==> config.mk <==
export PLATFORM = sky130hd
export DESIGN_NAME = byte_stream_lexer_unit
export DESIGN_NICKNAME = d
export VERILOG_FILES = /design/src/rtl/bsl_pkg.sv /design/src/rtl/byte_stream_lexer_unit.sv /design/src/rtl/bsl_scan.sv /design/src/rtl/bsl_tokq.sv
export SDC_FILE = /design/constraint.sdc
export NUM_CORES = 1
export LEC_CHECK = 0
export BUFFER_PORTS_ARGS = -buffer_cell sky130_fd_sc_hd__buf_2
export CAP_MARGIN = 20
export CORE_AREA = 2 2 165 167
export DETAILED_ROUTE_END_ITERATION = 7
export DIE_AREA = 0 0 167 169
export GPL_ROUTABILITY_DRIVEN = 0
export PLACE_DENSITY = 0.78
export SETUP_SLACK_MARGIN = 0.3
export SLEW_MARGIN = 20
export SYNTH_ARGS = -nofsm -noshare
export SYNTH_HDL_FRONTEND = slang
export SYNTH_SLANG_ARGS = --single-unit
==> constraint.sdc <==
create_clock -name clk -period 6.4 [get_ports clk]
set_clock_uncertainty 0.2 [all_clocks]
set_input_delay 0 -clock clk [delete_from_list [all_inputs] [get_ports clk]]
set_output_delay 0 -clock clk [all_outputs]
set_load 0.1 [all_outputs]
==> src/rtl/bsl_pkg.sv <==
package bsl_pkg;

  typedef enum logic [9:0] {
    MODE_IDLE       = 10'b00_0000_0001,
    MODE_SLASH      = 10'b00_0000_0010,
    MODE_MINUS      = 10'b00_0000_0100,
    MODE_LINE       = 10'b00_0000_1000,
    MODE_BLOCK      = 10'b00_0001_0000,
    MODE_BLOCK_STAR = 10'b00_0010_0000,
    MODE_STRING     = 10'b00_0100_0000,
    MODE_STRING_ESC = 10'b00_1000_0000,
    MODE_NUMBER     = 10'b01_0000_0000,
    MODE_IDENT      = 10'b10_0000_0000
  } mode_t;

  localparam logic [4:0] K_UNKNOWN = 5'd0;
  localparam logic [4:0] K_LPAREN  = 5'd1;
  localparam logic [4:0] K_RPAREN  = 5'd2;
  localparam logic [4:0] K_COLON   = 5'd3;
  localparam logic [4:0] K_SEMI    = 5'd4;
  localparam logic [4:0] K_STAR    = 5'd5;
  localparam logic [4:0] K_LBRACK  = 5'd6;
  localparam logic [4:0] K_RBRACK  = 5'd7;
  localparam logic [4:0] K_LBRACE  = 5'd8;
  localparam logic [4:0] K_RBRACE  = 5'd9;
  localparam logic [4:0] K_MINUS   = 5'd10;
  localparam logic [4:0] K_COMMA   = 5'd11;
  localparam logic [4:0] K_STRING  = 5'd12;
  localparam logic [4:0] K_NUMBER  = 5'd13;
  localparam logic [4:0] K_IDENT   = 5'd14;
  localparam logic [4:0] K_EOL     = 5'd15;
  localparam logic [4:0] K_EOS     = 5'd16;

  localparam logic [7:0] CH_NUL    = 8'h00;
  localparam logic [7:0] CH_TAB    = 8'h09;
  localparam logic [7:0] CH_LF     = 8'h0a;
  localparam logic [7:0] CH_VT     = 8'h0b;
  localparam logic [7:0] CH_FF     = 8'h0c;
  localparam logic [7:0] CH_CR     = 8'h0d;
  localparam logic [7:0] CH_SPACE  = 8'h20;
  localparam logic [7:0] CH_QUOTE  = 8'h22;
  localparam logic [7:0] CH_LPAREN = 8'h28;
  localparam logic [7:0] CH_RPAREN = 8'h29;
  localparam logic [7:0] CH_STAR   = 8'h2a;
  localparam logic [7:0] CH_COMMA  = 8'h2c;
  localparam logic [7:0] CH_MINUS  = 8'h2d;
  localparam logic [7:0] CH_DOT    = 8'h2e;
  localparam logic [7:0] CH_SLASH  = 8'h2f;
  localparam logic [7:0] CH_COLON  = 8'h3a;
  localparam logic [7:0] CH_SEMI   = 8'h3b;
  localparam logic [7:0] CH_LBRACK = 8'h5b;
  localparam logic [7:0] CH_BSLASH = 8'h5c;
  localparam logic [7:0] CH_RBRACK = 8'h5d;
  localparam logic [7:0] CH_LBRACE = 8'h7b;
  localparam logic [7:0] CH_RBRACE = 8'h7d;

  typedef struct packed {
    logic [4:0]  kind;
    logic [31:0] start;
    logic [15:0] length;
    logic        last;
  } token_t;

  function automatic token_t mk_tok(input logic [4:0] kind, input logic [31:0] start,
                                    input logic [15:0] length);
    token_t t;
    t.kind   = kind;
    t.start  = start;
    t.length = length;
    t.last   = 1'b0;
    return t;
  endfunction

endpackage

==> src/rtl/byte_stream_lexer_unit.sv <==
// byte stream lexer: text bytes in, tokens out
// in_*  : one text byte per transfer; byte 0 ends the stream and
//         returns the byte offset to zero
// out_* : one token per transfer (start offset and length on tdata,
//         kind on tuser); out_tlast marks the final token caused by one input byte
// tokens are registered in the token queue with the byte that ends them
// throughput: one byte per cycle while in_tready is high; the scan of a byte is
//   a single pass of mode logic, and its tokens go into a four-entry token queue
// a byte that closes a token and is itself a one-byte token gives two tokens;
//   the queue drains one token per cycle while out_tready is high, so a run
//   of such bytes holds in_tready low once more than two tokens are waiting
// receiver stall: tokens collect in the queue and in_tready falls
//   when fewer than two entries are free; nothing is lost
// reset: scanner idle between tokens, offset zero, queue empty
module byte_stream_lexer_unit #(
  parameter int LENGTH_BITS = 16
) (
  input  logic        clk,
  input  logic        rst_n,
  input  logic        in_tvalid,
  output logic        in_tready,
  input  logic [7:0]  in_tdata,   // byte_in
  output logic        out_tvalid,
  input  logic        out_tready,
  output logic [47:0] out_tdata,  // token_start, token_length
  output logic [4:0]  out_tuser,  // token_kind
  output logic        out_tlast   // last_of_run
);

  localparam int CNT_W = (LENGTH_BITS < 16) ? LENGTH_BITS : 16;

  bsl_pkg::mode_t   mode_r;
  bsl_pkg::mode_t   mode_nxt;
  logic [31:0]      origin_r;
  logic [31:0]      origin_nxt;
  logic [CNT_W-1:0] count_r;
  logic [CNT_W-1:0] count_nxt;
  logic [31:0]      pos_r;
  logic [31:0]      pos_nxt;
  logic [1:0]       tok_n;
  logic [1:0]       push_n;
  bsl_pkg::token_t  tok0;
  bsl_pkg::token_t  tok1;
  bsl_pkg::token_t  head;
  logic             in_xfer;

  assign in_xfer = in_tvalid && in_tready;
  assign push_n  = in_xfer ? tok_n : 2'd0;

  bsl_scan #(
    .CNT_W (CNT_W)
  ) u_scan (
    .mode_i   (mode_r),
    .origin_i (origin_r),
    .count_i  (count_r),
    .pos_i    (pos_r),
    .byte_i   (in_tdata),
    .mode_o   (mode_nxt),
    .origin_o (origin_nxt),
    .count_o  (count_nxt),
    .pos_o    (pos_nxt),
    .tok_n_o  (tok_n),
    .tok0_o   (tok0),
    .tok1_o   (tok1)
  );

  always_ff @(posedge clk) begin
    if (!rst_n) begin
      mode_r   <= bsl_pkg::MODE_IDLE;
      origin_r <= '0;
      count_r  <= '0;
      pos_r    <= '0;
    end else if (in_xfer) begin
      mode_r   <= mode_nxt;
      origin_r <= origin_nxt;
      count_r  <= count_nxt;
      pos_r    <= pos_nxt;
    end
  end

  bsl_tokq u_tokq (
    .clk        (clk),
    .rst_n      (rst_n),
    .push_n     (push_n),
    .push0      (tok0),
    .push1      (tok1),
    .room       (in_tready),
    .head_valid (out_tvalid),
    .head       (head),
    .head_ready (out_tready)
  );

  assign out_tdata = {head.length, head.start};
  assign out_tuser = head.kind;
  assign out_tlast = head.last;

endmodule

==> src/rtl/bsl_scan.sv <==
module bsl_scan #(
  parameter int CNT_W = 16
) (
  input  bsl_pkg::mode_t     mode_i,
  input  logic [31:0]        origin_i,
  input  logic [CNT_W-1:0]   count_i,
  input  logic [31:0]        pos_i,
  input  logic [7:0]         byte_i,
  output bsl_pkg::mode_t     mode_o,
  output logic [31:0]        origin_o,
  output logic [CNT_W-1:0]   count_o,
  output logic [31:0]        pos_o,
  output logic [1:0]         tok_n_o,
  output bsl_pkg::token_t    tok0_o,
  output bsl_pkg::token_t    tok1_o
);

  logic             is_digit;
  logic             is_alpha;
  logic             is_eol;
  logic [CNT_W-1:0] cnt_inc;
  logic [15:0]      cnt_ext;
  logic             again;
  logic             first_v;
  logic             new_v;
  bsl_pkg::token_t  first_tok;
  bsl_pkg::token_t  new_tok;
  bsl_pkg::token_t  t0;
  bsl_pkg::token_t  t1;

  assign is_digit = (byte_i >= 8'h30) && (byte_i <= 8'h39);
  assign is_alpha = ((byte_i >= 8'h61) && (byte_i <= 8'h7a)) ||
                    ((byte_i >= 8'h41) && (byte_i <= 8'h5a));
  assign is_eol   = (byte_i == bsl_pkg::CH_LF) || (byte_i == bsl_pkg::CH_CR);
  assign cnt_inc  = (count_i == {CNT_W{1'b1}}) ? count_i : count_i + 1'b1;
  assign cnt_ext  = 16'(count_i);
  assign pos_o    = (byte_i == bsl_pkg::CH_NUL) ? 32'd0 : pos_i + 32'd1;

  always_comb begin
    mode_o    = mode_i;
    origin_o  = origin_i;
    count_o   = count_i;
    again     = 1'b0;
    first_v   = 1'b0;
    first_tok = '0;
    new_v     = 1'b0;
    new_tok   = '0;

    // continue the open token or comment
    unique case (mode_i)
      bsl_pkg::MODE_SLASH: begin
        if (byte_i == bsl_pkg::CH_SLASH) begin
          mode_o = bsl_pkg::MODE_LINE;
        end else if (byte_i == bsl_pkg::CH_STAR) begin
          mode_o = bsl_pkg::MODE_BLOCK;
        end else begin
          first_v   = 1'b1;
          first_tok = bsl_pkg::mk_tok(bsl_pkg::K_UNKNOWN, origin_i, 16'd1);
          again     = 1'b1;
        end
      end
      bsl_pkg::MODE_MINUS: begin
        if (is_digit) begin
          mode_o  = bsl_pkg::MODE_NUMBER;
          count_o = CNT_W'(2);
        end else begin
          first_v   = 1'b1;
          first_tok = bsl_pkg::mk_tok(bsl_pkg::K_MINUS, origin_i, 16'd1);
          again     = 1'b1;
        end
      end
      bsl_pkg::MODE_LINE: begin
        again = (byte_i == bsl_pkg::CH_NUL) || is_eol;
      end
      bsl_pkg::MODE_BLOCK: begin
        if (byte_i == bsl_pkg::CH_NUL) begin
          again = 1'b1;
        end else if (byte_i == bsl_pkg::CH_STAR) begin
          mode_o = bsl_pkg::MODE_BLOCK_STAR;
        end
      end
      bsl_pkg::MODE_BLOCK_STAR: begin
        if (byte_i == bsl_pkg::CH_NUL) begin
          again = 1'b1;
        end else if (byte_i == bsl_pkg::CH_SLASH) begin
          mode_o = bsl_pkg::MODE_IDLE;
        end else if (byte_i != bsl_pkg::CH_STAR) begin
          mode_o = bsl_pkg::MODE_BLOCK;
        end
      end
      bsl_pkg::MODE_STRING: begin
        if (byte_i == bsl_pkg::CH_NUL) begin
          first_v   = 1'b1;
          first_tok = bsl_pkg::mk_tok(bsl_pkg::K_STRING, origin_i, cnt_ext);
          again     = 1'b1;
        end else if (byte_i == bsl_pkg::CH_QUOTE) begin
          first_v   = 1'b1;
          first_tok = bsl_pkg::mk_tok(bsl_pkg::K_STRING, origin_i, cnt_ext);
          mode_o    = bsl_pkg::MODE_IDLE;
        end else begin
          count_o = cnt_inc;
          if (byte_i == bsl_pkg::CH_BSLASH) begin
            mode_o = bsl_pkg::MODE_STRING_ESC;
          end
        end
      end
      bsl_pkg::MODE_STRING_ESC: begin
        if (byte_i == bsl_pkg::CH_NUL) begin
          first_v   = 1'b1;
          first_tok = bsl_pkg::mk_tok(bsl_pkg::K_STRING, origin_i, cnt_ext);
          again     = 1'b1;
        end else begin
          count_o = cnt_inc;
          mode_o  = bsl_pkg::MODE_STRING;
        end
      end
      bsl_pkg::MODE_NUMBER: begin
        if (is_digit || (byte_i == bsl_pkg::CH_DOT)) begin
          count_o = cnt_inc;
        end else begin
          first_v   = 1'b1;
          first_tok = bsl_pkg::mk_tok(bsl_pkg::K_NUMBER, origin_i, cnt_ext);
          again     = 1'b1;
        end
      end
      bsl_pkg::MODE_IDENT: begin
        if (is_digit || is_alpha) begin
          count_o = cnt_inc;
        end else begin
          first_v   = 1'b1;
          first_tok = bsl_pkg::mk_tok(bsl_pkg::K_IDENT, origin_i, cnt_ext);
          again     = 1'b1;
        end
      end
      default: begin
        again = 1'b1;
      end
    endcase

    // scan the byte as the start of something new
    if (again) begin
      mode_o = bsl_pkg::MODE_IDLE;
      unique case (byte_i) inside
        bsl_pkg::CH_NUL: begin
          new_v   = 1'b1;
          new_tok = bsl_pkg::mk_tok(bsl_pkg::K_EOS, pos_i, 16'd1);
        end
        bsl_pkg::CH_LPAREN: begin
          new_v   = 1'b1;
          new_tok = bsl_pkg::mk_tok(bsl_pkg::K_LPAREN, pos_i, 16'd1);
        end
        bsl_pkg::CH_RPAREN: begin
          new_v   = 1'b1;
          new_tok = bsl_pkg::mk_tok(bsl_pkg::K_RPAREN, pos_i, 16'd1);
        end
        bsl_pkg::CH_COLON: begin
          new_v   = 1'b1;
          new_tok = bsl_pkg::mk_tok(bsl_pkg::K_COLON, pos_i, 16'd1);
        end
        bsl_pkg::CH_SEMI: begin
          new_v   = 1'b1;
          new_tok = bsl_pkg::mk_tok(bsl_pkg::K_SEMI, pos_i, 16'd1);
        end
        bsl_pkg::CH_STAR: begin
          new_v   = 1'b1;
          new_tok = bsl_pkg::mk_tok(bsl_pkg::K_STAR, pos_i, 16'd1);
        end
        bsl_pkg::CH_LBRACK: begin
          new_v   = 1'b1;
          new_tok = bsl_pkg::mk_tok(bsl_pkg::K_LBRACK, pos_i, 16'd1);
        end
        bsl_pkg::CH_RBRACK: begin
          new_v   = 1'b1;
          new_tok = bsl_pkg::mk_tok(bsl_pkg::K_RBRACK, pos_i, 16'd1);
        end
        bsl_pkg::CH_LBRACE: begin
          new_v   = 1'b1;
          new_tok = bsl_pkg::mk_tok(bsl_pkg::K_LBRACE, pos_i, 16'd1);
        end
        bsl_pkg::CH_RBRACE: begin
          new_v   = 1'b1;
          new_tok = bsl_pkg::mk_tok(bsl_pkg::K_RBRACE, pos_i, 16'd1);
        end
        bsl_pkg::CH_COMMA: begin
          new_v   = 1'b1;
          new_tok = bsl_pkg::mk_tok(bsl_pkg::K_COMMA, pos_i, 16'd1);
        end
        bsl_pkg::CH_SPACE, bsl_pkg::CH_TAB, bsl_pkg::CH_VT, bsl_pkg::CH_FF: begin
          new_v = 1'b0;
        end
        bsl_pkg::CH_LF, bsl_pkg::CH_CR: begin
          new_v   = 1'b1;
          new_tok = bsl_pkg::mk_tok(bsl_pkg::K_EOL, pos_i, 16'd1);
        end
        bsl_pkg::CH_QUOTE: begin
          mode_o   = bsl_pkg::MODE_STRING;
          origin_o = pos_i + 32'd1;
          count_o  = '0;
        end
        bsl_pkg::CH_SLASH: begin
          mode_o   = bsl_pkg::MODE_SLASH;
          origin_o = pos_i;
          count_o  = CNT_W'(1);
        end
        bsl_pkg::CH_MINUS: begin
          mode_o   = bsl_pkg::MODE_MINUS;
          origin_o = pos_i;
          count_o  = CNT_W'(1);
        end
        default: begin
          if (is_alpha) begin
            mode_o   = bsl_pkg::MODE_IDENT;
            origin_o = pos_i;
            count_o  = CNT_W'(1);
          end else if (is_digit) begin
            mode_o   = bsl_pkg::MODE_NUMBER;
            origin_o = pos_i;
            count_o  = CNT_W'(1);
          end else begin
            new_v   = 1'b1;
            new_tok = bsl_pkg::mk_tok(bsl_pkg::K_UNKNOWN, pos_i, 16'd1);
          end
        end
      endcase
    end

    // order the tokens and mark the final one
    t0 = first_v ? first_tok : new_tok;
    t1 = new_tok;
    t0.last = !(first_v && new_v);
    t1.last = 1'b1;
  end

  assign tok_n_o = {1'b0, first_v} + {1'b0, new_v};
  assign tok0_o  = t0;
  assign tok1_o  = t1;

endmodule

==> src/rtl/bsl_tokq.sv <==
module bsl_tokq (
  input  logic            clk,
  input  logic            rst_n,
  input  logic [1:0]      push_n,
  input  bsl_pkg::token_t push0,
  input  bsl_pkg::token_t push1,
  output logic            room,
  output logic            head_valid,
  output bsl_pkg::token_t head,
  input  logic            head_ready
);

  localparam int DEPTH = 4;
  localparam int PTR_W = $clog2(DEPTH);

  bsl_pkg::token_t  mem_r [DEPTH];
  logic [PTR_W-1:0] wr_r;
  logic [PTR_W-1:0] wr_nxt;
  logic [PTR_W-1:0] rd_r;
  logic [PTR_W-1:0] rd_nxt;
  logic [PTR_W:0]   fill_r;
  logic [PTR_W:0]   fill_nxt;
  logic             pop;

  assign head_valid = (fill_r != '0);
  assign head       = mem_r[rd_r];
  // two free entries cover the worst case of one byte
  assign room       = (fill_r <= (PTR_W+1)'(DEPTH - 2));
  assign pop        = head_valid && head_ready;

  assign wr_nxt   = wr_r + PTR_W'(push_n);
  assign rd_nxt   = rd_r + PTR_W'(pop);
  assign fill_nxt = fill_r + (PTR_W+1)'(push_n) - (PTR_W+1)'(pop);

  always_ff @(posedge clk) begin
    if (!rst_n) begin
      wr_r   <= '0;
      rd_r   <= '0;
      fill_r <= '0;
    end else begin
      wr_r   <= wr_nxt;
      rd_r   <= rd_nxt;
      fill_r <= fill_nxt;
    end
  end

  always_ff @(posedge clk) begin
    if (push_n != 2'd0) begin
      mem_r[wr_r] <= push0;
    end
    if (push_n == 2'd2) begin
      mem_r[wr_r + PTR_W'(1)] <= push1;
    end
  end

endmodule

==> impl_metrics.json <==
{
  "drv_cap": 0,
  "clock_path_buffers": 3,
  "stdcell_count": 1863,
  "drt-pass1-iter-count": 8,
  "timing.setup.tns_ns": 0,
  "syn_avg_cell_area_sq_um": 10.6,
  "synth-xor-area-share_pct": 2.53,
  "ant_nets": 0,
  "synth_area_leaders": "edfxtp_1 29%, dfxtp_1 20%, mux4_2 7.6%",
  "syn-num-nets": 1525,
  "num_rows": 60,
  "cts_resized": 0,
  "relSlewSlack_pct": 25.0,
  "crit_path_start_kind": "primary input",
  "cp.arrival_ns": 5.25,
  "grt_max_degree": 80,
  "rsz0062_at_grt": "false",
  "synth_compound_area_share_pct": 20.7,
  "insertion_delay_ns": 0.51,
  "yosys.area_share.simple_pct": 14.6,
  "fin_crit_sh_pct": 81.1,
  "htree_num_levels": 2,
  "peakVddDrop_mv": 0.396,
  "post_cts_buffers": 0,
  "wirelength_um": 41500,
  "wl_per_cell_um": 22.3,
  "area_growth_pct": 10.4,
  "vias_per_cell": 6.83,
  "die_height_um": 169,
  "p_leak_uw": 0.00595,
  "overflow": 0,
  "final_nets": 1519,
  "hold_path_class": "in2reg",
  "syn-cell-area_sq_um": 15900,
  "io_pins": 68,
  "diodes": 0,
  "path_clk_slew_ns": 0.06,
  "grt_pass1_vias": 12139,
  "grt_pass1_wl_um": 64800,
  "worstPathRequired_ns": 6.46,
  "dp.cells": 1791,
  "filler_cell_count": 1901,
  "die-width_um": 167,
  "ys.flop_type": "dfxtp_1",
  "synth_edf_count": 152,
  "seq_area_frac_synth_pct": 48.9,
  "outcome": "finished clean",
  "synthCells": 1504,
  "slowest_delay_ns": 0.69,
  "drtIter0Drc": 1358,
  "tightest_slew_ns": 1.12,
  "synth.most_common_cell": "dfxtp_1",
  "dp_hpwl_um": 25700,
  "utilization_pct": 66.3,
  "cts_tree": "done",
  "cpMaxStageDelayCell": "or4_1",
  "end_kind": "flip-flop",
  "start_util_pct": 60.1,
  "synth_top_family_by_area": "compound AO/OA/AOI/OAI gates",
  "coreArea_sq_um": 26500,
  "timing_hold_violations_final": 0,
  "slew_viol_final": 0,
  "max_freq_mhz": 193,
  "synth_fa_ha_area_share_pct": 0.754,
  "io_buffers": 67,
  "num_vias": 12727,
  "grt_util_all_layers_pct": 28.7,
  "yosysTopAreaCell": "edfxtp_1",
  "yosys-top-cells-count": "161 x dfxtp_1, 152 x edfxtp_1, 131 x a22o_1",
  "path_cells": "dlygate4sd3_1 -> buf_2 -> or4b_4 -> nor3_2 -> nor3_1 -> or4_1 -> o21ai_4 -> inv_1 -> ha_1 -> o21ai_1 -> nor2_1 -> buf_4 -> a21oi_1 -> nor2_2 -> buf_4 -> a22o_1",
  "synth_top_cell_area_share_pct": 28.7,
  "path_class": "in2reg",
  "yosys_warnings": 0,
  "cts_buffers": 34,
  "synth_mux_area_share_pct": 7.90,
  "route.detailed.drc": 0,
  "cp_max_fo": 32,
  "finalSetupViolations": 0,
  "path_delay_family": "simple AND/OR/NAND/NOR gates",
  "ctsRootBufferMaster": "clkbuf_16",
  "antenna_found_initial": 0,
  "async_reset_ff_share_pct": 0,
  "crit_top_cell": "buf_4",
  "drive_above_1_share_pct": 16.4,
  "cts.sinks": 313,
  "ys_ff_latch": 313,
  "worst-path-buf-inv": 5,
  "synth_cell_type_count": 84,
  "powerDensity_nw_per_um2": 356,
  "period_minus_slack_ns": 5.19,
  "dieArea_sq_um": 28200
}
[flip-flops by register name, indices dropped and copies added, names as in the netlist]
register	count
u_tokq.wr_r	2
pos_r	32
u_tokq.mem_r	216
origin_r	32
u_tokq.fill_r	3
mode_r	10
count_r	16
u_tokq.rd_r	2
[per-stage QoR]
stage	cell area (sq um)	setup WS, ns	power (uW)	hold WS [ns]
2_1_floorplan	15900	1.69	3950	0.0751
4_1_cts	17500	1.33	6240	0.166
3_5_place_dp	16300	1.36	4320	0.243
5_1_grt	17600	0.811	6440	0.254
3_3_place_gp	16300	1.48	4300	0.228
6_report	17600	1.21	6260	0.219
[layout by cell type (no fill, tap or decap), types with 37 or more instances in the layout]
master     instances
a22o_1           131
buf_2             67
edfxtp_1         152
dfxtp_1          159
nor2_1           125
mux4_2            54
a32o_1            37
clkbuf_16         37
nand2_1          117
nor3_1            46
o21ai_0           65
a21oi_1           59
[report_power, final]
part	switching, uW	total [uW]	leakage (uW)	internal (uW)
sequential	127	2360	0.00277	2240
clock	806	1950	0.000549	1140
combinational	1490	1950	0.00263	454
total	2430	6260	0.00595	3830
[worst paths after layout]
check / cells after the start / slack (ns) / endpoint / from
worst max-delay path: 16 / 1.21 / u_tokq.mem_r[2][23]$_DFFE_PP_ / in_tdata[5]
worst min register to register: 2 / 0.25 / u_tokq.mem_r[0][8]$_SDFFE_PP0N_ / u_tokq.mem_r[0][8]$_SDFFE_PP0N_
worst min-delay path: 5 / 0.22 / mode_r[9]$_SDFFE_PN0P_ / in_tdata[0]
worst max register to register: 14 / 1.34 / u_tokq.mem_r[2][23]$_DFFE_PP_ / mode_r[2]$_SDFFE_PN0P_
[cell families after synthesis]
| group | after synthesis |
|---|---|
| AND/OR/NAND/NOR | 467 |
| AO/OA/AOI/OAI | 437 |
| flip-flops | 313 |
| buffers and inverters | 174 |
| multiplexers | 58 |
| XOR/XNOR | 46 |
| adder cells (fa/ha/maj) | 9 |
[final cells by class]
class                   instances  area [sq um]  area share (%)
clock inverters                16           124           0.705
repair buffers                111           738            4.20
clock buffers                  44           992            5.64
well taps                     341           427            2.43
inverters                      21          78.8           0.448
flip-flops and latches        313          7790            44.3
multi-input cells            1017          7430            42.2
[worst min-delay path, stage by stage]
cell,delay (ns)
buf_2,0.33
a21o_1,0.22
a221oi_1,0.16
nand2_1,0.09
a21oi_1,0.06
[routing by layer]
| layer | part of all wire (%) | up-vias | track usage, % |
|---|---|---|---|
| li1 | - | 5778 | - |
| met1 | 40 | 6135 | 38.1 |
| met2 | 48 | 708 | 47.1 |
| met3 | 8.8 | 106 | 5.14 |
| met4 | 3.1 | 0 | 11.8 |
| met5 | 0 | - | 0 |
[repair_timing]
action | 4_1_cts | 5_1_grt
hold buffers | 11 | 0
setup endpoints to repair | 0 | 0
hold endpoints to repair | 24 | 0
Power figures use the tool's default switching activity.
